==> src/rtl/core/chx_pkg.sv <==
// chx_pkg: shared types, constants and helper functions for the chacha stream xor core
// depends on nothing
package chx_pkg;

   localparam int DOUBLE_ROUNDS_DEF = 4;
   localparam int CSR_IDX_W = 3;
   localparam int CSR_DATA_W = 64;
   localparam int COUNT_W = 7;

   localparam logic [CSR_IDX_W-1:0] CSR_KEY01 = 3'd0;
   localparam logic [CSR_IDX_W-1:0] CSR_KEY23 = 3'd1;
   localparam logic [CSR_IDX_W-1:0] CSR_KEY45 = 3'd2;
   localparam logic [CSR_IDX_W-1:0] CSR_KEY67 = 3'd3;
   localparam logic [CSR_IDX_W-1:0] CSR_NONCE = 3'd4;

   localparam logic [31:0] SIGMA0 = 32'h61707865;
   localparam logic [31:0] SIGMA1 = 32'h3320646E;
   localparam logic [31:0] SIGMA2 = 32'h79622D32;
   localparam logic [31:0] SIGMA3 = 32'h6B206574;

   localparam logic [COUNT_W-1:0] FULL_COUNT = 7'd64;

   typedef logic [31:0] word_type;
   typedef word_type [15:0] state_type;

   typedef struct packed {
      logic        start_req;
      logic [63:0] data_0;
      logic [63:0] data_1;
      logic [63:0] data_2;
      logic [63:0] data_3;
      logic [63:0] data_4;
      logic [63:0] data_5;
      logic [63:0] data_6;
      logic [63:0] data_7;
      logic [6:0]  byte_count;
   } req_type;

   typedef struct packed {
      logic [63:0] out_0;
      logic [63:0] out_1;
      logic [63:0] out_2;
      logic [63:0] out_3;
      logic [63:0] out_4;
      logic [63:0] out_5;
      logic [63:0] out_6;
      logic [63:0] out_7;
      logic [6:0]  out_byte_count;
      logic        counter_error;
   } rsp_type;

   // classified job handed from front to back
   typedef struct packed {
      logic          active;
      logic [63:0]   counter;
      logic [6:0]    count;
      logic          error;
      logic [511:0]  data;
   } job_type;

   typedef struct packed {
      logic [255:0] key;
      logic [63:0]  nonce;
   } cfg_type;

   function automatic word_type rotl(input word_type v, input int r);
      rotl = (v << r) | (v >> (32 - r));
   endfunction

   // one chacha quarter round on four words
   function automatic logic [127:0] qround(input word_type a_i, input word_type b_i,
                                          input word_type c_i, input word_type d_i);
      word_type a, b, c, d;
      a = a_i; b = b_i; c = c_i; d = d_i;
      a = a + b; d = rotl(d ^ a, 16);
      c = c + d; b = rotl(b ^ c, 12);
      a = a + b; d = rotl(d ^ a, 8);
      c = c + d; b = rotl(b ^ c, 7);
      qround = {a, b, c, d};
   endfunction

endpackage

==> src/rtl/core/chx_queue.sv <==
// chx_queue: two-entry job queue between front and back
// depends on chx_pkg
module chx_queue (
   input  logic            clock,
   input  logic            reset,
   input  logic            in_valid,
   input  chx_pkg::job_type in_data,
   output logic            in_ready,
   output logic            out_valid,
   output chx_pkg::job_type out_data,
   input  logic            out_ready
);
   import chx_pkg::*;

   job_type    slot_ff [2];
   logic       wr_ff, rd_ff;
   logic [1:0] fill_ff;
   logic       do_wr, do_rd;

   assign in_ready  = (fill_ff != 2'd2);
   assign out_valid = (fill_ff != 2'd0);
   assign out_data  = slot_ff[rd_ff];
   assign do_wr     = in_valid && in_ready;
   assign do_rd     = out_valid && out_ready;

   // storage
   always_ff @(posedge clock) begin
      if (do_wr) begin
         slot_ff[wr_ff] <= in_data;
      end
   end

   // pointers and fill level
   always_ff @(posedge clock) begin
      if (reset) begin
         wr_ff   <= 1'b0;
         rd_ff   <= 1'b0;
         fill_ff <= 2'd0;
      end else begin
         if (do_wr) wr_ff <= !wr_ff;
         if (do_rd) rd_ff <= !rd_ff;
         fill_ff <= fill_ff + {1'b0, do_wr} - {1'b0, do_rd};
      end
   end

endmodule

==> config.mk <==
export PLATFORM = sky130hd
export DESIGN_NAME = chx_queue
export DESIGN_NICKNAME = d
export VERILOG_FILES = /design/src/rtl/core/chx_pkg.sv /design/src/rtl/core/chx_queue.sv
export SDC_FILE = /design/constraint.sdc
export NUM_CORES = 1
export LEC_CHECK = 0
export ABC_CLOCK_PERIOD_IN_PS = 23200
export BUFFER_PORTS_ARGS = -buffer_cell sky130_fd_sc_hd__buf_2
export CORE_AREA = 2 2 456 458
export CTS_CLUSTER_SIZE = 20
export DETAILED_ROUTE_END_ITERATION = 12
export DIE_AREA = 0 0 458 460
export SETUP_SLACK_MARGIN = 0.05
export SLEW_MARGIN = 15
export SYNTH_ARGS = -nofsm -noshare
export SYNTH_HDL_FRONTEND = slang
export SYNTH_SLANG_ARGS = --single-unit
==> constraint.sdc <==
create_clock -name clock -period 23.2 [get_ports clock]
set_input_delay 1.16 -clock clock [delete_from_list [all_inputs] [get_ports clock]]
set_output_delay 1.16 -clock clock [all_outputs]
set_load 0.02 [all_outputs]
# Yosys cells after proc, flatten, opt, wreduce, memory -nomap -nowiden
# Memories as Yosys holds them, arrays and structs flattened. A register that Yosys moved wholly into a read port is not among the register bits.
# Cells that the tools add are included.
[word_totals]
out_inout_bits = 587
word_cells = 16
inputBits = 589
regBits = 4
n_memories = 1
mem_bits_rw = 1170
[op_classes]
mux = 4
n_reduce_logical = 5
n_addsub = 2
n_eq_ne = 1
[memory_table]
columns = ["name", "depth", "width", "rd", "rd_ports_with_merged_regs", "write_ports", "line", "rtl"]
rows = [
  ["slot_ff", 2, 585, 1, 1, 1, "chx_queue.sv:15", "job_type slot_ff [2];"],
]
[op_table]
columns = ["operator", "n"]
rows = [
  ["two-way mux 1 bit", 4],
  ["adder 2 x 1 -> 2 bit", 1],
  ["logical AND 1 bit", 2],
  ["logical NOT 1 bit", 2],
  ["inequality test 2 bit, second input constant", 1],
  ["nonzero test 2 bit", 1],
  ["subtractor 2 x 1 -> 2 bit", 1],
]

# Depth between registers and ports, before layout
# Gate-level depths: netlist of run 1.
[logic_depth]
word_depth = 4
ltp_mapped = 6

# Worst setup path after synthesis of run 1
# No wires, ideal clock.
[synth_path]
path_type = "input to register"
startpoint = "input port in_valid"
endpoint = "memory slot_ff[1][0] (netlist bit), enable pin"
arrival_ps = 14455
stages = 1
setup_time_ps = 1033
path_slack_ps = 7713
cell_sequence = "and3_1"
[synth_between]
elab_chain_len = 3
[synth_rtl]
columns = ["item", "line", "rtl"]
rows = [
  ["start, declared", "chx_queue.sv:6", "input logic in_valid,"],
  ["logical AND 1 bit", "chx_queue.sv:23", "assign do_wr = in_valid && in_ready;"],
  ["two-way mux 1 bit", "chx_queue.sv:28", "if (do_wr) begin"],
  ["two-way mux 1 bit (implied by the code)", "chx_queue.sv:29", "slot_ff[wr_ff] <= in_data;"],
  ["end, declared", "chx_queue.sv:15", ""],
]
# No other way between the ends.

==> results of run 1 <==
==> cell type report <==
cell class	count	area, µm²	share of cell area
timing repair buffer	1200	6080	0.109
inverter	1	11.3	0.000201
clock inverter	82	798	0.0143
clock buffer	167	3640	0.0650
multi-input combinational	608	6740	0.121
sequential	1175	35200	0.630
tap	2704	3380	0.0605
antenna	27	67.6	0.00121
==> cells in the mapped netlist, drive strengths merged <==
cell type	instances	area share
mux2	585	0.15
inv	1	0.000088
nor2b	2	0.00029
nand3b	1	0.00018
nor2	4	0.00035
and3	2	0.00029
a21bo	1	0.00023
o21ba	1	0.00023
nor4bb	1	0.00023
dfxtp	5	0.0023
a21oi	1	0.00012
or2	1	0.00015
nand2b	1	0.00015
ha	1	0.00029
xor2	1	0.00021
buf	55	0.014
nand3	1	0.00012
nor3	1	0.00012
nor4	1	0.00015
o21ai	2	0.00023
edfxtp	1170	0.82
clkbuf	10	0.0032
o31a	1	0.00021
==> kinds of logic (layout without fill, tap and decap cells) <==
logic type      count (synthesis)  in the layout  share of synthesized area
compound gates                  6              6                    0.00103
xor+xnor                        1              1                   0.000205
fa+ha+maj                       1              1                   0.000293
buf+inv                        66           1450                     0.0174
flops                        1175           1175                      0.825
mux                           585            585                      0.154
other cells                     0             27                          0
simple gates                   15             15                    0.00202
==> path summary, 6_finish.rpt <==
| kind | start | to | slack (ps) | cells after the start |
|---|---|---|---|---|
| worst max register to register | fill_ff[0]$_SDFF_PP0_ | slot_ff[1][394]$_DFFE_PP_ | 19040 | 5 |
| worst max-delay path | flop | out_data[399] | 17290 | 5 |
| worst min register to register | rd_ff$_SDFFE_PP0P_ | flop | 500 | 2 |
| worst min-delay path | rd_ff$_SDFFE_PP0P_ | flop | 500 | 2 |
==> power groups by stage <==
stage / Combinational, W / Clock [W] / Sequential [W]
after floorplan: 0.000893 / 0 / 0.00279
after CTS: 0.00137 / 0.00219 / 0.00263
after detailed placement: 0.00136 / 0 / 0.00268
final: 0.00134 / 0.00212 / 0.00263
after global placement: 0.00135 / 0 / 0.00267
after global routing: 0.00142 / 0.00227 / 0.00265
==> flip-flops by register name, indices dropped and copies added (netlist names), named ones only <==
signal / count
rd_ff: 1
wr_ff: 1
fill_ff: 2
slot_ff: 1170
==> per-stage QoR <==
step | utilization | cell area [µm²] | hold slack, ps | std cells
2_1_floorplan | - | 42700 | 472 | 1849
3_3_place_gp | 0.250 | 51500 | 484 | 5688
3_5_place_dp | 0.250 | 51500 | 493 | 5688
4_1_cts | 0.271 | 55900 | 451 | 5937
5_1_grt | 0.271 | 55900 | 483 | 5945
6_report | 0.272 | 56000 | 503 | 5964
==> layer usage <==
layer	track usage	vias to the layer above	part of all wire
li1	-	10000	-
met1	0.149	11500	0.38
met2	0.203	1210	0.46
met3	0.0654	362	0.12
met4	0.0489	78	0.034
met5	0	-	0.0035
==> tightest hold or removal path: cells and delay by family (launching register included) <==
family	cells	cell delay, ps
DFF	1	320
and+or+nand+nor	1	80
xor gates and xnor gates	1	80
==> out/summary.md, run 1 <==
The die covers 0.211 mm². The share of total power in sequential cells is 0.432. For this design the total switching power over the nets is 0.00180 W.

The filler cells instantiated in the layout total 20.7k. The tools report the post-cts sizing count as 0. The run finished with clean final reports. The number of buffers and inverters on the critical path is 4.

Routability-driven placement finished with a final weighted congestion of 0.895. The floorplan step set the die width to 458 µm. For the post-detailed-placement half-perimeter wirelength, the log shows 107000 µm. The via count normalized by instance count was 3.88. The total of endpoints with negative setup slack in the final report was 0.

The clock passes through at most 3 buffers. The run gives 0.220 as the combinational fraction of design power. The TritonCTS buffer count was 137.

The library cells used most frequently in the layout, excluding fill and tap cells, are sky130_fd_sc_hd__buf_2, sky130_fd_sc_hd__edfxtp_1, sky130_fd_sc_hd__mux2_2, sky130_fd_sc_hd__clkbuf_16. The tree is rooted in a sky130_fd_sc_hd__clkbuf_16. The combined global-route utilization of all metal layers was 0.129. Depth of the CTS H-tree: 4. In the routed design, unresolved DRC markers number 0. STA puts the critical path data arrival time at 4750 ps. By startpoint and endpoint, the worst setup path is classified as flop to primary output. The die is 460 µm tall.

The peak ir drop on the vdd network is 68.9 µV, and the port buffer count is 1175. The number of nets in the finished design was 3713; the average size of a mapped cell was 23.1 µm². The reported leakage power was 20.1 nW; the power per standard cell area was 109 mW/mm². For the highest clock rate, the log shows 0.169 GHz. Cell family contributing the most delay on the critical path: buffers and inverters. The first global-routing pass estimated 188000 µm of wire.

The clock slew seen by the registers of the worst setup and hold paths came out at 50 ps. Maximum fanout along the worst path: 65. The tools report the clock skew after layout as 18.9 ps. The routed layout has 23.2k vias. The tools report the headroom to the max-slew limit as 0.284. In this run the count of I/O pins placed on the die edge is 1176. For the via count of the first global-routing pass, the log shows 23.4k. The final worst-path cycle share was 0.255. Yosys mapped the design onto 24 distinct sky130hd cell types. STA classifies the critical path endpoint as a primary output. The path category of the worst min-delay check is flop to flop. The tools report the required arrival time at the worst endpoint as 22040 ps.

The logs give 2439 for the net count after synthesis and 0 for the final number of hold-violating endpoints. The count of hold-fix buffers inserted at cts is 0, and the critical path's largest stage delay is 820 ps. TritonCTS built the clock tree.

Post-detailed-routing wire length: 142000 µm. The total congestion overflow after global routing is 0, and the worst-margin pin slew is 1070 ps. For the core area, the log shows 0.206 mm². The run gives 1498 as the DRC violation total after the first TritonRoute iteration.

The signal on the critical path passes through buf_4, buf_4, buf_4, mux2_2, buf_2. The initialized floorplan defines 167 standard-cell rows. The run gives 5 as the length of the first detailed-routing pass in iterations. Relative to the synthesized area, the layout overhead comes to 31.0%.

Buffers inserted during post-CTS setup optimization: 0. For the starting density of the core, the log shows 0.207. Entering global routing, the biggest net connects 111 pins.

For this design, the slowest cell found on the critical path is sky130_fd_sc_hd__dfxtp_4. The share of layout cells above drive strength 1 works out to 0.616. In the post-route analysis, the smallest setup slack over all paths is 17290 ps. After detailed routing, the average wire length per cell comes to 23.9 µm. The sum of negative setup slack came out at 0 ps. Clock power share: 0.348. Among the stages of the critical path, the cell type that occurs most often is sky130_fd_sc_hd__buf_4. After technology mapping, the gate count stands at 1849.

At the placement stage, the worst setup path has a slack of 18090 ps. The clock drives 1175 sinks. The number of register bits inferred by synthesis was 1175; the final-report max-slew violation count was 0. The tools report the post-layout total power as 0.00609 W. The tool flagged a number of max-cap violations equal to 0.

The number of warning messages in the yosys log is 0. Setup repair after global routing left no endpoint under its margin. The later pin in the worst-skew pair is clocked with a latency of 760 ps. Cell internal power was estimated by the tool at 0.00429 W. The share of synthesized area occupied by flip-flops and latches was 0.825; the antenna violation net count after detailed routing was 0. Switching fraction of total power: 0.296. The most common library cell in the layout ignoring fill and taps is sky130_fd_sc_hd__buf_2. For the initial antenna violation count, the log shows 147.

Type of origin of the critical path: a flop. The worst path in the final design needs a cycle of 5910 ps, including I/O delays and setup. The summed instance area of the synthesized netlist is 0.0427 mm².
No activity file was read; power rests on OpenSTA's default activity.
==> run 2: changes to the inputs <==
- ABC_CLOCK_PERIOD_IN_PS: 23200 -> 5220
- clock period: 23.2 -> 5.22 ns (I/O delays scaled with it)
==> out/summary.md, run 2 (synthesis results as in run 1) <==
The flow ran to the end, and the final reports show no timing, DRC or antenna violations. Critical path's largest stage delay: 750 ps (-70 ps). Final number of hold-violating endpoints: 0 (unchanged). The number of flip-flops in the largest register was 1170 (unchanged). The post-synthesis to final-layout area growth was 45.3%. The logs give 60700 µm (+11%) for the sum of routed wire segments on met1 and 72900 µm (+11%) for the length of routed met2 wiring. The run gives 167 (unchanged) as the count of standard-cell rows.

The DRC violation total after the first TritonRoute iteration is 1852 (+24%), and the time the worst path needs with I/O delays and setup is 3100 ps. The number of buffer and inverter instances along the worst setup path is 2 (-2). The power per standard cell area is 443 mW/mm² (+310%), and the post-layout total power is 0.0275 W (+350%).

Post-detailed-placement half-perimeter wirelength: 115000 µm (+6.9%). The combined global-route utilization of all metal layers is 0.139 (+0.00992). The number of nets in the finished design is 4315 (+16%). The clock skew after layout was 31.2 ps (+12.3 ps). The logs give 0 (unchanged) for the final-report max-slew violation count and 0.323 GHz for the highest clock rate. The largest registers in the layout are slot_ff x1170, fill_ff x2. The run gives 1176 (unchanged) as the top-level I/O count. STA classifies the critical path startpoint as a flop. For the final RePlAce weighted congestion, the log shows 0.883 (-1.4%). Via count normalized by instance count: 3.90 (+0.37%).

TritonCTS built the clock tree. The logs give 0 (unchanged) for the total of endpoints with negative setup slack in the final report and 4 (unchanged) for the depth of the CTS H-tree. Worst hold slack after final layout: 214 ps (-289 ps). The maximum fanout along the worst path works out to 53 (-18%). After detailed routing, no signal wire sits above met5. The final worst-path cycle share was 0.593; the arrival time of the worst setup path was 2840 ps (-1910 ps).

The maximum number of pins on one net before global-route repair came out at 124 (+12%). The least setup slack across all paths after layout was 2120 ps (-15160 ps); the headroom to the max-slew limit was 0.448 (+0.164). The top cell types in the final layout, fill and taps aside, are sky130_fd_sc_hd__buf_2, sky130_fd_sc_hd__edfxtp_1, sky130_fd_sc_hd__dlygate4sd3_1, sky130_fd_sc_hd__mux2_2, sky130_fd_sc_hd__clkbuf_16. Traced cell by cell, the critical path runs through buf_4, mux2_2, buf_2. The sum of negative setup slack came out at 0 ps (unchanged). The worst setup path is captured at a primary output. The worst-margin pin slew was 828 ps (-246 ps); the initial antenna violation count was 105 (-29%). The number of placed cells counting well taps was 5704 (+0.28%). The run gives 1175 (unchanged) as the total number of clock tree sinks. The average wire length per cell after detail routing came out at 23.3 µm (-2.5%).

The length of the first detailed-routing pass in iterations is 5 (unchanged). On the critical path, the stage with the largest delay is an instance of sky130_fd_sc_hd__dfxtp_4. The width of the die is 458 µm (unchanged).

The cell family contributing the most delay on the critical path was buffers and inverters. The total congestion overflow after global routing came out at 0 (unchanged). The tightest min-delay check is of the input pin to flop type. The category of the most critical setup path was flop to primary output.

Remaining routing DRC violations: 0 (unchanged). The via count of the routed design was 25.6k (+11%). In this run the clock root is driven by a sky130_fd_sc_hd__clkbuf_16.

The required arrival time at the worst endpoint is 4960 ps (-17080 ps). The antenna violation net count after detailed routing is 0 (unchanged). The deepest clock path buffer count was 3 (unchanged). The first-pass GRT wire length came out at 206000 µm (+9.7%).

The buffers inserted during post-CTS setup optimization was 0 (unchanged). Setup repair after global routing left no endpoint under its margin. The via count of the first global-routing pass was 26.7k (+14%); the peak ir drop on the vdd network was 382 µV (+450%).

The logs give 0.206 mm² (unchanged) for the core area and 6571 (+10%) for the number of non-filler instances in the completed layout. The share of layout cells above drive strength 1 was 0.524 (-0.0929). The worst setup slack before clock tree synthesis is 2700 ps (-15400 ps). Register containing the most flip-flops in the final layout: slot_ff. The latest clock arrival within the worst-skew pair was 770 ps (about the same). The TritonCTS buffer count was 134 (-2.2%); the starting density of the core was 0.207 (unchanged). Die height: 460 µm (unchanged). The wire length on met3 is 14700 µm (-11%). The logs give 153000 µm (+7.4%) for the post-detailed-routing wire length and 22.6 nW (+13%) for the reported leakage power. The port buffer count came out at 1175 (unchanged).

The run gives 0.211 mm² (unchanged) as the die area. The library cell used most frequently in the layout, excluding fill and tap cells, is sky130_fd_sc_hd__buf_2. The max-capacitance violation count is 0 (unchanged), and the clock slew seen by the registers of the worst setup and hold paths is 60 ps (about the same).
## run 2: cell types whose count changed in the layout (fill, tap and decap cells not counted), sizes merged
cell,delta
buf,+16
clkbuf,-8
clkinv,-3
clkinvlp,-2
diode,+12
dlygate4sd3,+589
inv,+3
## run 2: what timing repair did
action / CTS / global route
endpoints found under the hold margin: 1175 / 0
gates resized for setup: 0 / 0
hold buffers: 589 / 0
## run 2: area by class of cell
| class | count | area, µm² |
|---|---|---|
| well taps | 2704 | 3380 |
| clock inverters | 80 | 808 |
| clock buffers | 159 | 3530 |
| multi-input cells | 608 | 6750 |
| flip-flops and latches | 1175 | 35200 |
| inverters | 1 | 7.51 |
| diodes | 39 | 97.6 |
| repair buffers | 1805 | 12200 |
| fillers | 20300 | 144000 |
## run 2: final timing paths
check	startpoint	endpoint	slack [ps]	depth (start not counted)
max	flop	out_data[135]	2120	3
min	in_data[458]	slot_ff[0][458]$_DFFE_PP_	210	2
max reg2reg	fill_ff[0]$_SDFF_PP0_	slot_ff[0][99]$_DFFE_PP_	2660	5
min reg2reg	rd_ff$_SDFFE_PP0P_	rd_ff$_SDFFE_PP0P_	500	2
## run 2: power breakdown
part	switching, W	internal, W
registers	0.000247	0.0115
logic	0.00399	0.00249
clock network	0.00394	0.00534
total	0.00818	0.0193
## run 2: stage by stage
| stage | area (µm²) | utilization |
|---|---|---|
| 6_report | 62100 | 0.301 |
| 5_1_grt | 62000 | 0.301 |
| 4_1_cts | 62000 | 0.301 |
| 3_5_place_dp | 51700 | 0.251 |
| 3_3_place_gp | 51700 | 0.251 |
| 2_1_floorplan | 42700 | - |
## run 2: per-layer routing
metal,vias up,GRT usage
met2,1206,0.231
met3,334,0.0586
met4,64,0.0375
met5,-,0
li1,11300,-
met1,12800,0.164
