File: src/rtl/core/chx_pkg.sv
// chx_pkg: shared types, constants and helper functions for the chacha stream xor core
// depends on nothing
package chx_pkg;

   localparam int DOUBLE_ROUNDS_DEF = 4;
   localparam int CSR_IDX_W = 3;
   localparam int CSR_DATA_W = 64;
   localparam int COUNT_W = 7;

   localparam logic [CSR_IDX_W-1:0] CSR_KEY01 = 3'd0;
   localparam logic [CSR_IDX_W-1:0] CSR_KEY23 = 3'd1;
   localparam logic [CSR_IDX_W-1:0] CSR_KEY45 = 3'd2;
   localparam logic [CSR_IDX_W-1:0] CSR_KEY67 = 3'd3;
   localparam logic [CSR_IDX_W-1:0] CSR_NONCE = 3'd4;

   localparam logic [31:0] SIGMA0 = 32'h61707865;
   localparam logic [31:0] SIGMA1 = 32'h3320646E;
   localparam logic [31:0] SIGMA2 = 32'h79622D32;
   localparam logic [31:0] SIGMA3 = 32'h6B206574;

   localparam logic [COUNT_W-1:0] FULL_COUNT = 7'd64;

   typedef logic [31:0] word_type;
   typedef word_type [15:0] state_type;

   typedef struct packed {
      logic        start_req;
      logic [63:0] data_0;
      logic [63:0] data_1;
      logic [63:0] data_2;
      logic [63:0] data_3;
      logic [63:0] data_4;
      logic [63:0] data_5;
      logic [63:0] data_6;
      logic [63:0] data_7;
      logic [6:0]  byte_count;
   } req_type;

   typedef struct packed {
      logic [63:0] out_0;
      logic [63:0] out_1;
      logic [63:0] out_2;
      logic [63:0] out_3;
      logic [63:0] out_4;
      logic [63:0] out_5;
      logic [63:0] out_6;
      logic [63:0] out_7;
      logic [6:0]  out_byte_count;
      logic        counter_error;
   } rsp_type;

   // classified job handed from front to back
   typedef struct packed {
      logic          active;
      logic [63:0]   counter;
      logic [6:0]    count;
      logic          error;
      logic [511:0]  data;
   } job_type;

   typedef struct packed {
      logic [255:0] key;
      logic [63:0]  nonce;
   } cfg_type;

   function automatic word_type rotl(input word_type v, input int r);
      rotl = (v << r) | (v >> (32 - r));
   endfunction

   // one chacha quarter round on four words
   function automatic logic [127:0] qround(input word_type a_i, input word_type b_i,
                                          input word_type c_i, input word_type d_i);
      word_type a, b, c, d;
      a = a_i; b = b_i; c = c_i; d = d_i;
      a = a + b; d = rotl(d ^ a, 16);
      c = c + d; b = rotl(b ^ c, 12);
      a = a + b; d = rotl(d ^ a, 8);
      c = c + d; b = rotl(b ^ c, 7);
      qround = {a, b, c, d};
   endfunction

endpackage

File: src/rtl/core/chx_front.sv
// chx_front: accepts request beats, saturates the count and tracks counter and wrap flag
// depends on chx_pkg
module chx_front (
   input  logic            clock,
   input  logic            reset,
   input  logic            push,
   input  chx_pkg::req_type req_data,
   input  logic            job_ready,
   output logic            full,
   output logic            job_valid,
   output chx_pkg::job_type job_data
);
   import chx_pkg::*;

   logic [63:0] counter_ff, counter_in;
   logic        error_ff, error_in;
   logic        accept;
   logic [63:0] ctr_now;
   logic        err_now;
   logic [6:0]  cnt;
   logic        act;
   logic [63:0] ctr_inc;

   assign full      = !job_ready;
   assign accept    = push && job_ready;
   assign job_valid = push;

   // classify the beat against current counter state
   always_comb begin
      ctr_now = req_data.start_req ? 64'd0 : counter_ff;
      err_now = req_data.start_req ? 1'b0 : error_ff;
      cnt     = (req_data.byte_count > FULL_COUNT) ? FULL_COUNT : req_data.byte_count;
      act     = (cnt != 7'd0) && !err_now;
      ctr_inc = ctr_now + 64'd1;
      counter_in = ctr_now;
      error_in   = err_now;
      if (act && cnt == FULL_COUNT) begin
         counter_in = ctr_inc;
         if (ctr_inc == 64'd0) begin
            error_in = 1'b1;
         end
      end
      job_data.active  = act;
      job_data.counter = ctr_now;
      job_data.count   = cnt;
      job_data.error   = error_in;
      job_data.data    = {req_data.data_7, req_data.data_6, req_data.data_5, req_data.data_4,
                          req_data.data_3, req_data.data_2, req_data.data_1, req_data.data_0};
   end

   always_ff @(posedge clock) begin
      if (reset) begin
         counter_ff <= '0;
         error_ff   <= 1'b0;
      end else if (accept) begin
         counter_ff <= counter_in;
         error_ff   <= error_in;
      end
   end

endmodule

File: config.mk
export PLATFORM = sky130hd
export DESIGN_NAME = chx_front
export DESIGN_NICKNAME = d
export VERILOG_FILES = /design/src/rtl/core/chx_pkg.sv /design/src/rtl/core/chx_front.sv
export SDC_FILE = /design/constraint.sdc
export NUM_CORES = 1
export LEC_CHECK = 0
export BUFFER_PORTS_ARGS = -buffer_cell sky130_fd_sc_hd__buf_2
export CAP_MARGIN = 20
export CELL_PAD_IN_SITES_DETAIL_PLACEMENT = 0
export CELL_PAD_IN_SITES_GLOBAL_PLACEMENT = 1
export CORE_AREA = 2 2 434 436
export DETAILED_ROUTE_END_ITERATION = 10
export DIE_AREA = 0 0 436 438
export PLACE_DENSITY_LB_ADDON = 0.1
export SLEW_MARGIN = 20
export SYNTH_ARGS = -nofsm -noshare
export SYNTH_HDL_FRONTEND = slang
export SYNTH_SLANG_ARGS = --single-unit
File: constraint.sdc
create_clock -name clock -period 11.81 [get_ports clock]
set_input_delay 0.5905 -clock clock [delete_from_list [all_inputs] [get_ports clock]]
set_output_delay 0.5905 -clock clock [all_outputs]
set_load 0.005 [all_outputs]
**Word-level counts from Yosys, hierarchy flattened**

Index checks and enable logic that the tools add are counted.

- Output and inout bits: 587
- Input bits: 524
- Bits in registers: 65
- Logic and storage cells: 18

- Add/subtract/negate cells: 1
- $lt $le $gt $ge: 1
- Multiplexer cells: 6
- Reductions and logical operators: 7
- Eq/ne operators: 1

Operator list:

| kind | count |
|---|---|
| 2-to-1 mux 64 bit | 2 |
| adder 64 x 1 -> 64 bit (second input constant) | 1 |
| zero test 64 bit | 1 |
| equality test 7 bit (second input constant) | 1 |
| > comparator 7 bit (second input constant) | 1 |
| 2-to-1 mux 7 bit | 1 |
| nonzero test 7 bit | 1 |
| logical AND 1 bit | 3 |
| 2-to-1 mux 1 bit | 3 |
| zero test 1 bit | 2 |

**Longest topological paths before layout**

Gate-level depths: netlist (run 1).

- Word-level depth: 6
- Depth in mapped cells: 19
- Gate-level depth less buffers: 10

**Worst setup path before layout (run 1)**

OpenSTA, ideal clock, no wires.

- Kind: input to output
- Start: in req_data[519] (netlist bit)
- End: out job_data[512] (netlist bit)
- Arrival time: 4,942 ps
- Setup slack: 6,277 ps
- Buffers on the path: 8
- Cell stages on the path: 18
- Data required time: 11,220 ps
- Path through: buf_6 -> clkbuf_1 -> clkbuf_1 -> clkbuf_1 -> buf_1 -> clkbuf_1 -> clkbuf_1 -> nor2b_1 -> ha_1 -> and4_1 -> nand2_1 -> nor3_1 -> or4b_1 -> a2111oi_0 -> nand4_1 -> or4_4 -> o31ai_1 -> buf_4

RTL lines:

| element | line | source |
|---|---|---|
| start, declared | chx_front.sv:7 | `input chx_pkg::req_type req_data,` |
| end, declared | chx_front.sv:11 | `output chx_pkg::job_type job_data` |

==> results.cfg, run 1 <==
[critical_path]
critical_path_class = in2out
crit_required_ns = 11.22
slowest_delay_ns = 0.90
crit_path_end_kind = output port
cp-start-kind = input pin
cp_top_family = simple AND/OR/NAND/NOR gates
crit_slowest_cell = or4_1
reg2reg_depth = 8
cp_data_arrival_time_ns = 5.68
regToRegSetupSlack_ns = 7.09
r2r_end = error_ff
cp.buffers_inverters = 3
reg2reg_from = counter_ff[28]
crit_chain = buf_6, buf_4, nor2b_1, ha_1, and4_1, nand3_1, or4_1, nor3_1, xnor2_1, o2111ai_1, or4_4, o31ai_2, buf_2
critPathMaxFanout = 58

[min_path]
hold_depth = 2
hold_end = counter_ff[59]
worstHoldStart = counter_ff[59]
hold_class = reg2reg

[sta]
hold_viol = 0
slew_headroom_pct = 32.7
setup_viol = 0
rsz0062_at_grt = false
fin_worst_skew_ns = 0.0121
finalCriticalPeriod_ns = 6.27
fin_tns_setup_ns = 0
fmax_ghz = 0.159
finalCritPeriodShare_pct = 53.1
tightestPinTransition_ns = 1.00
slew_viol_final = 0

[global_route]
grt_pass1_vias = 7920
overflow = 0
grt_max_degree = 64
antenna_found_initial = 3
grt_pass1_wl_mm = 76.1
grt_use_total_pct = 5.91

[synthesis]
syn_nets = 1899
yosysWarnings = 0
ys_seq_elements = 65
async_flop_share_pct = 0
ys.flop_type = dfxtp_1
synth-seq-area-share_pct = 13.4
synth_cells = 1373
synth_edf_count = 0
ys_types = 70
syn_area_um2 = 9710
syn_area_per_cell_um2 = 7.07

[placement]
placed_cell_area_um2 = 9240
gp_congestion = 0.689
io_buffers = 86
dp_cells = 3383
place_hpwl_mm = 46.3

[routing]
wire_per_inst_um = 17.0
vias = 7323
totalWireLength_mm = 57.9
drt_iter0_drc = 287
drt_first_pass_iters = 4
viasPerCell = 2.15
postRouteAntennaNets = 0
drc = 0

[die]
die_area_um2 = 191000
die_x_um = 436
core_um2 = 187000
fp.dieH_um = 438
initial_core_util_pct = 5.21
ios = 1111
rows = 159

[pwr]
vdd_drop_max_uv = 51.3
pwr_density_cell_nw_per_um2 = 61.2
p_leak_nw = 2.41

[clock_tree]
cts_tree = done
clkSlewWorstSetupHoldPaths_ns = 0.07
clk_latency_ns = 0.39
cts_setup_buffers = 0
cts_made_buffers = 9
clockBufferDepth = 2
cts_resized = 0
cts.sinks = 65
cts-root-buf = clkbuf_16
htreeDepth = 3
hold_buffers = 0

[finish]
syn2layout_area_growth_pct = -1.67
stdcell_count = 3399
fin_util_pct = 5.12
final_area_um2 = 9550
layout-drive-gt1-share_pct = 16.3
diodes = 0
fin_nets = 1425

[run]
max_cap_viol_count = 0

[run_status]
status = finished, final reports clean
-- area by class of cell --
class	instances	area, um^2
fill	22275	177000
clock buffer	11	253
clock inverter	5	53.8
multi-input combinational	703	4190
sequential	65	1300
tap	2495	3120
inverter	16	60.1
timing repair buffer	104	572
-- cell usage in the layout, fill, tap and decap left out, types with 4 or more instances in the layout --
master	n
a211oi_1	5
a21oi_1	35
a22oi_1	31
a31oi_1	7
and2_1	4
and3_1	16
and4_1	8
and4b_1	4
buf_2	85
buf_4	18
clkbuf_16	9
dfxtp_1	65
inv_1	15
mux2i_1	4
nand2_1	85
nand2b_1	6
nand3_1	33
nand3b_1	9
nand4_1	33
nand4b_1	7
nor2_1	90
nor2b_1	61
nor3_1	43
nor4_1	18
nor4_2	4
o21a_1	5
o21ai_0	86
o31ai_1	5
or3_1	5
or4_1	6
xnor2_1	18
xor2_1	13
-- worst min-delay path, delay by kind of cell, from the launching register on --
kind	cells	cell delay, ns
AO/OA/AOI/OAI	1	0.05
AND/OR/NAND/NOR	1	0.05
flip-flops	1	0.32
-- cells in the mapped netlist, types with 4 or more instances --
master | n | area [um^2]
buf_2 | 6 | 30.0
nand2b_1 | 6 | 37.5
nand4b_1 | 7 | 61.3
nor3_1 | 44 | 220
buf_4 | 520 | 3900
a21oi_1 | 35 | 175
nand2_1 | 86 | 323
o21ai_0 | 87 | 435
dfxtp_1 | 65 | 1300
o31ai_1 | 6 | 45.0
or3_1 | 5 | 31.3
mux2i_1 | 4 | 40.0
a211oi_1 | 5 | 37.5
inv_1 | 15 | 56.3
and4b_1 | 4 | 40.0
nand4_1 | 33 | 206
nor4_1 | 19 | 119
o21a_1 | 5 | 37.5
and2_1 | 5 | 31.3
nor2_1 | 90 | 338
and3_1 | 16 | 100
xnor2_1 | 18 | 158
and4_1 | 8 | 70.1
nand3_1 | 33 | 165
nor2b_1 | 61 | 382
or4_1 | 6 | 45.0
xor2_1 | 13 | 114
nand3b_1 | 9 | 67.6
clkbuf_1 | 57 | 214
a22oi_1 | 31 | 233
a31oi_1 | 7 | 43.8
-- routing by layer --
| layer | wire, um | GRT usage (%) |
|---|---|---|
| met1 | 21000 | 5.85 |
| met2 | 29400 | 10.7 |
| met3 | 3300 | 1.52 |
| met4 | 4210 | 4.39 |
| met5 | 0 | 0 |
-- sequential cells by signal, indices dropped and copies added, names as in the netlist --
| signal | count |
|---|---|
| counter_ff | 64 |
| error_ff | 1 |
-- metrics by stage --
| step | hold WS, ns | power [W] | worst slack, ns |
|---|---|---|---|
| finish | 0.468 | 0.000584 | 5.54 |
| global placement | 0.470 | 0.000279 | 4.81 |
| floorplan | 0.441 | 0.000392 | 6.28 |
| global route | 0.496 | 0.000615 | 5.14 |
| CTS | 0.471 | 0.000609 | 5.10 |
| detailed placement | 0.462 | 0.000278 | 5.35 |
-- kinds of logic after synthesis --
logic type,Yosys count,synth area share [%]
XOR/XNOR,31,2.80
AO/OA/AOI/OAI,204,12.9
AND/OR/NAND/NOR,461,26.4
buffers and inverters,605,43.7
flip-flops,65,13.4
multiplexers,5,0.528
adder cells (fa/ha/maj),2,0.258
-- how the worst max path moves through the flow --
stage	from	end	slack [ns]	depth (start not counted)
final	req_data[519]	job_data[512]	5.54	13
after global placement	req_data[519]	job_data[512]	4.81	10
after CTS	counter_ff[28]	job_data[512]	5.10	9
after floorplan	req_data[519]	job_data[512]	6.28	18
after detailed placement	req_data[519]	job_data[512]	5.35	10
after global routing	counter_ff[28]	job_data[512]	5.14	9
-- power by group --
part / total [W] / internal (W) / switching, W / leakage, nW
sequential: 0.000220 / 0.000219 / 0.000000519 / 0.523
clock: 0.000315 / 0.000175 / 0.000140 / 0.155
combinational: 0.0000497 / 0.0000111 / 0.0000386 / 1.74
total: 0.000584 / 0.000405 / 0.000179 / 2.41
Note: power is estimated with default switching activity, not from simulation.
==> inputs of run 2 (changes only) <==
Settings changed: CORE_AREA 2 2 434 436 to 2 2 428 430, DIE_AREA 0 0 436 438 to 0 0 430 432.
Clock period 11.81 ns to 6.02 ns, I/O delays scaled along.
==> run 2 against run 1 <==
Critical path depth down 2. Hold slack improved by 0.0041 ns. Global-route usage grew 0.42 points. Critical endpoint unchanged. Sequential power up 96%. Clock skew rose by 0.0031 ns. Non-clock buffer count grew 9. First-iteration DRC count is 62% higher.
==> results.cfg, run 2 (same netlist as run 1, synthesis figures left out) <==
[run_status]
status = finished, final reports clean

[finish]
fin_nets = 1434
multi_input_area_um2 = 4190
stdcell_count = 3299
nFillCells = 21463
layout-drive-gt1-share_pct = 16.9
top_register = counter_ff
final_area_um2 = 9440
final_cell_mix = nor2_1 (90), o21ai_0 (86), nand2_1 (85), buf_2 (85), dfxtp_1 (65)
seq_area_um2 = 1300
final_common_cell = nor2_1
largest_register_ffs = 64
syn2layout_area_growth_pct = -2.77
largestRegisters = counter_ff: 64 flops, error_ff: 1 flops

[sta]
slew_viol_final = 0
slew_headroom_pct = 34.4
finalCritPeriodShare_pct = 85.7
fin_tns_setup_ns = 0
setup_viol = 0
tightestPinTransition_ns = 0.976
rsz0062_at_grt = false
setup_ws_ns = 0.860
finalCriticalPeriod_ns = 5.16
fin_worst_skew_ns = 0.0152
fmax_ghz = 0.194
hold_viol = 0

[critical_path]
crit_path_end_kind = output port
critPathMaxFanout = 12
cp_data_arrival_time_ns = 4.86
critical_path_class = reg2out
cp-start-kind = flip-flop
crit_required_ns = 5.72

[pwr]
pwr_density_cell_nw_per_um2 = 114
totalPowerFinal_w = 0.00107
switching_share_pct = 31.2
intPower_w = 0.000738
power_frac_seq_pct = 40.2
p_leak_nw = 2.44
pwr-share-clk_pct = 50.4
vdd_drop_max_uv = 145
power.switching_w = 0.000335
comb_power_share_pct = 9.4

[routing]
postRouteAntennaNets = 0
viasPerCell = 2.27
drc = 0
drt_iter0_drc = 466
vias = 7490
wire_per_inst_um = 18.3
totalWireLength_mm = 60.2
drt_first_pass_iters = 6

[clock_tree]
clk_latency_ns = 0.40
cts-root-buf = clkbuf_16
hold_buffers = 0
clockBufferDepth = 2
cts.sinks = 65
clkSlewWorstSetupHoldPaths_ns = 0.06
cts_made_buffers = 9
cts_resized = 0
cts_tree = done
cts_setup_buffers = 0
htreeDepth = 3

[die]
rows = 157
ios = 1111
initial_core_util_pct = 5.35
die_area_um2 = 186000
die_x_um = 430
core_um2 = 182000
fp.dieH_um = 432

[global_route]
grt_pass1_wl_mm = 78.6
antenna_found_initial = 6
grt_use_total_pct = 6.33
overflow = 0
grt_pass1_vias = 7786
grt_max_degree = 62

[run]
max_cap_viol_count = 0

[placement]
placed_cell_area_um2 = 9180
io_buffers = 86
dp_cells = 3282
gp_congestion = 0.701
dpl_worst_slack_ns = 0.992
place_hpwl_mm = 48.9

[min_path]
hold_class = reg2reg
[run 2: cell types whose count changed in the layout (fill, tap and decap cells not counted), moves of 2 or more]
cell,delta
buf_4,+9
nor4_1,-2
diode_2,+2
nor4_2,+2
[run 2: metrics by stage]
step | hold slack (ns) | utilization [%]
finish | 0.472 | 5.20
global route | 0.508 | 5.19
CTS | 0.478 | 5.19
detailed placement | 0.469 | 5.05
global placement | 0.468 | 5.04
floorplan | 0.441 | -
[run 2: metal layers]
metal | part of all wire, % | global-route usage (%) | vias to the layer above
met4 | 8.0 | 5.11 | 0
met1 | 35 | 6.27 | 3612
met5 | 0 | 0 | -
met2 | 50 | 11.1 | 383
li1 | - | - | 3226
met3 | 6.5 | 1.73 | 269
[run 2: cell type report]
| class | instances | share of cell area, % |
|---|---|---|
| Sequential cell | 65 | 13.8 |
| Multi-Input combinational cell | 703 | 44.4 |
| Clock inverter | 4 | 0.212 |
| Clock buffer | 11 | 2.57 |
| Antenna cell | 2 | 0.0530 |
| Inverter | 16 | 0.636 |
| Timing Repair Buffer | 113 | 6.77 |
| Tap cell | 2385 | 31.6 |
[run 2: path summary, 6_finish.rpt]
kind	cells after the start	to	slack, ns	start
max	11	job_data[512]	0.86	counter_ff[28]
min	2	counter_ff[59]	0.47	counter_ff[59]
max reg2reg	9	error_ff	1.84	counter_ff[28]
min reg2reg	2	counter_ff[59]	0.47	counter_ff[59]
[run 2: power by group through the flow]
stage                     combinational (W)  clock, W  sequential (W)
after detailed placement           0.000108         0        0.000441
after CTS                          0.000108  0.000582        0.000431
after global routing               0.000113  0.000585        0.000431
after global placement             0.000108         0        0.000441
final                              0.000101  0.000541        0.000431
after floorplan                    0.000328         0        0.000441
[run 2: worst max-delay path, cell delays in order, from the launching register on]
cell and delay (ns):
dfxtp_1 0.60, nand4_1 0.35, nor3_1 0.78, nand4_1 0.30, buf_4 0.28, o21a_1 0.20
nor4_1 0.55, nand4_1 0.19, or4_4 0.53, o31ai_1 0.30, buf_4 0.22, buf_2 0.14
==> inputs of run 3 (changes only) <==
--- a/config.mk
+++ b/config.mk
@@ -12,4 +12,6 @@
 export CORE_AREA = 2 2 428 430
+export CTS_CLUSTER_DIAMETER = 120
 export DETAILED_ROUTE_END_ITERATION = 10
 export DIE_AREA = 0 0 430 432
+export MAX_ROUTING_LAYER = met4
 export PLACE_DENSITY_LB_ADDON = 0.1
==> constraint.sdc (replaced) <==
create_clock -name clock -period 6.02 [get_ports clock]
set_input_delay 1.204 -clock clock [delete_from_list [all_inputs] [get_ports clock]]
set_output_delay 1.204 -clock clock [all_outputs]
set_load 0.005 [all_outputs]
==> run 3 against run 2 <==
Non-clock buffer count rose by 104. Wire length is 2.5% higher. Sequential share of layout area shrank 1.2 points. Sequential cell count unchanged. Hold slack improved by 0.011 ns. Final area up 9.8%. First-iteration DRC count fell by 27%. Critical endpoint unchanged. Largest power group unchanged.
==> results.cfg, run 3 (same netlist as run 1, synthesis figures left out) <==
[clock_tree]
htreeDepth = 3
clk_latency_ns = 0.39
cts_made_buffers = 9
clockBufferDepth = 2
cts-root-buf = clkbuf_16
cts_tree = done
cts.sinks = 65
clkSlewWorstSetupHoldPaths_ns = 0.06

[sta]
setup_viol = 0
finalCritPeriodShare_pct = 96.6
finalCriticalPeriod_ns = 5.82
rsz0062_at_grt = false
tightestPinTransition_ns = 1.00
fin_worst_skew_ns = 0.0115
slew_viol_final = 0
slew_headroom_pct = 32.7
hold_viol = 0
fmax_ghz = 0.172

[critical_path]
crit_path_end_kind = output port
r2r_end = error_ff
slowest_delay_ns = 0.62
cp_data_arrival_time_ns = 4.61
cp-start-kind = input pin
cp.buffers_inverters = 5
reg2reg_from = counter_ff[27]
crit_required_ns = 4.82
cp_top_family = simple AND/OR/NAND/NOR gates
crit_chain = buf_8, buf_12, nand2b_1, inv_2, nand2b_1, or4_4, o31a_1, nor4_2, nand4_1, or4_4, o31ai_2, buf_4, buf_2
regToRegSetupSlack_ns = 2.28
reg2reg_depth = 8
critPathMaxFanout = 34
crit_slowest_cell = or4_4
critical_path_class = in2out

[routing]
wire_per_inst_um = 18.1
totalWireLength_mm = 61.7
drt_first_pass_iters = 5
vias = 7790
drt_iter0_drc = 338
postRouteAntennaNets = 0
viasPerCell = 2.29
drc = 0

[placement]
gp_congestion = 0.712
io_buffers = 86
place_hpwl_mm = 50.8
dp_cells = 3386
placed_cell_area_um2 = 10000

[finish]
fin_nets = 1538
stdcell_count = 3403
fin_util_pct = 5.71
final_common_cell = buf_4
largest_register_ffs = 64
syn2layout_area_growth_pct = 6.75
layout-drive-gt1-share_pct = 26.3
top_register = counter_ff
largestRegisters = counter_ff: 64 flops, error_ff: 1 flops
final_area_um2 = 10400
final_cell_mix = buf_4 (127), nor2_1 (90), o21ai_0 (86), nand2_1 (85), buf_2 (85)

[die]
initial_core_util_pct = 5.35
die_area_um2 = 186000
rows = 157
fp.dieH_um = 432
ios = 1111
core_um2 = 182000
die_x_um = 430

[global_route]
antenna_found_initial = 6
grt_pass1_wl_mm = 80.6
grt_use_total_pct = 6.65
grt_pass1_vias = 8314
grt_max_degree = 40
overflow = 0

[pwr]
vdd_drop_max_uv = 144
p_leak_nw = 3.02
pwr_density_cell_nw_per_um2 = 107

[run]
max_cap_viol_count = 0

[min_path]
hold_end = counter_ff[59]
worstHoldStart = counter_ff[59]
hold_depth = 2
hold_class = reg2reg

[run_status]
status = finished, final reports clean
[run 3: changes by cell type in the layout (fill, tap and decap cells not counted), moves of 2 or more]
cell,previous run,this run
nor4_4,2,4
nor4_1,16,18
buf_12,0,3
clkinv_2,4,2
nor2b_4,0,2
a2111oi_2,0,2
a2111oi_0,3,0
buf_4,27,127
nor4_2,6,2
nor2b_1,61,59
[run 3: how the worst max path moves through the flow]
stage	from	end	slack (ns)	depth (start not counted)
floorplan	req_data[519]	job_data[512]	0.01	19
global placement	req_data[519]	job_data[512]	-0.12	15
detailed placement	req_data[519]	job_data[512]	-0.33	13
CTS	req_data[519]	job_data[512]	0.08	13
global route	req_data[519]	job_data[512]	0.0004	12
finish	req_data[519]	job_data[512]	0.20	13
[run 3: final cells by class]
class,instances,area (um^2)
clock buffer,11,253
multi-input combinational,703,4280
clock inverter,3,17.5
inverter,16,60.1
fill,21468,171000
sequential,65,1300
timing repair buffer,217,1470
tap,2385,2980
antenna,3,7.51
[run 3: power by group]
group | switching [W] | internal (W)
Combinational | 0.0000899 | 0.0000307
Sequential | 0.000000382 | 0.000430
Clock | 0.000261 | 0.000296
Total | 0.000352 | 0.000757
[run 3: worst reg2reg max path, cell delays in order (launching register included)]
cell      delay (ns)
dfxtp_1         0.67
nand4_1         0.44
or4_1           0.67
or4_4           0.50
o21a_1          0.22
a211oi_1        0.21
nand4_1         0.13
or4_4           0.55
o32ai_2         0.26
[run 3: routing by layer]
metal  up-vias  part of all wire (%)  global-route usage (%)
li1       3446                     -                       -
met1      3720                    37                    6.57
met2       389                    52                    12.0
met3       235                   5.3                    1.62
met4         0                   5.6                    3.71
met5         -                     0                       -
[run 3: through the flow]
step / hold slack [ns] / worst slack, ns / power [W] / TNS (ns)
after floorplan: 0.441 / 0.0146 / 0.000774 / 0
after global placement: 0.472 / -0.123 / 0.000569 / -0.123
after detailed placement: 0.479 / -0.327 / 0.000569 / -0.327
after CTS: 0.488 / 0.0784 / 0.00116 / 0
after global routing: 0.509 / 0.000367 / 0.00116 / 0
final: 0.484 / 0.203 / 0.00111 / 0
[run 3: timing repair]
item                                    4_1_cts  5_1_grt
endpoints found under the setup margin        1        1
setup buffers                                 0        0
cloned                                        0        0
pin swaps                                     1        0
gates resized for setup                       9        7
hold buffers                                  0        0
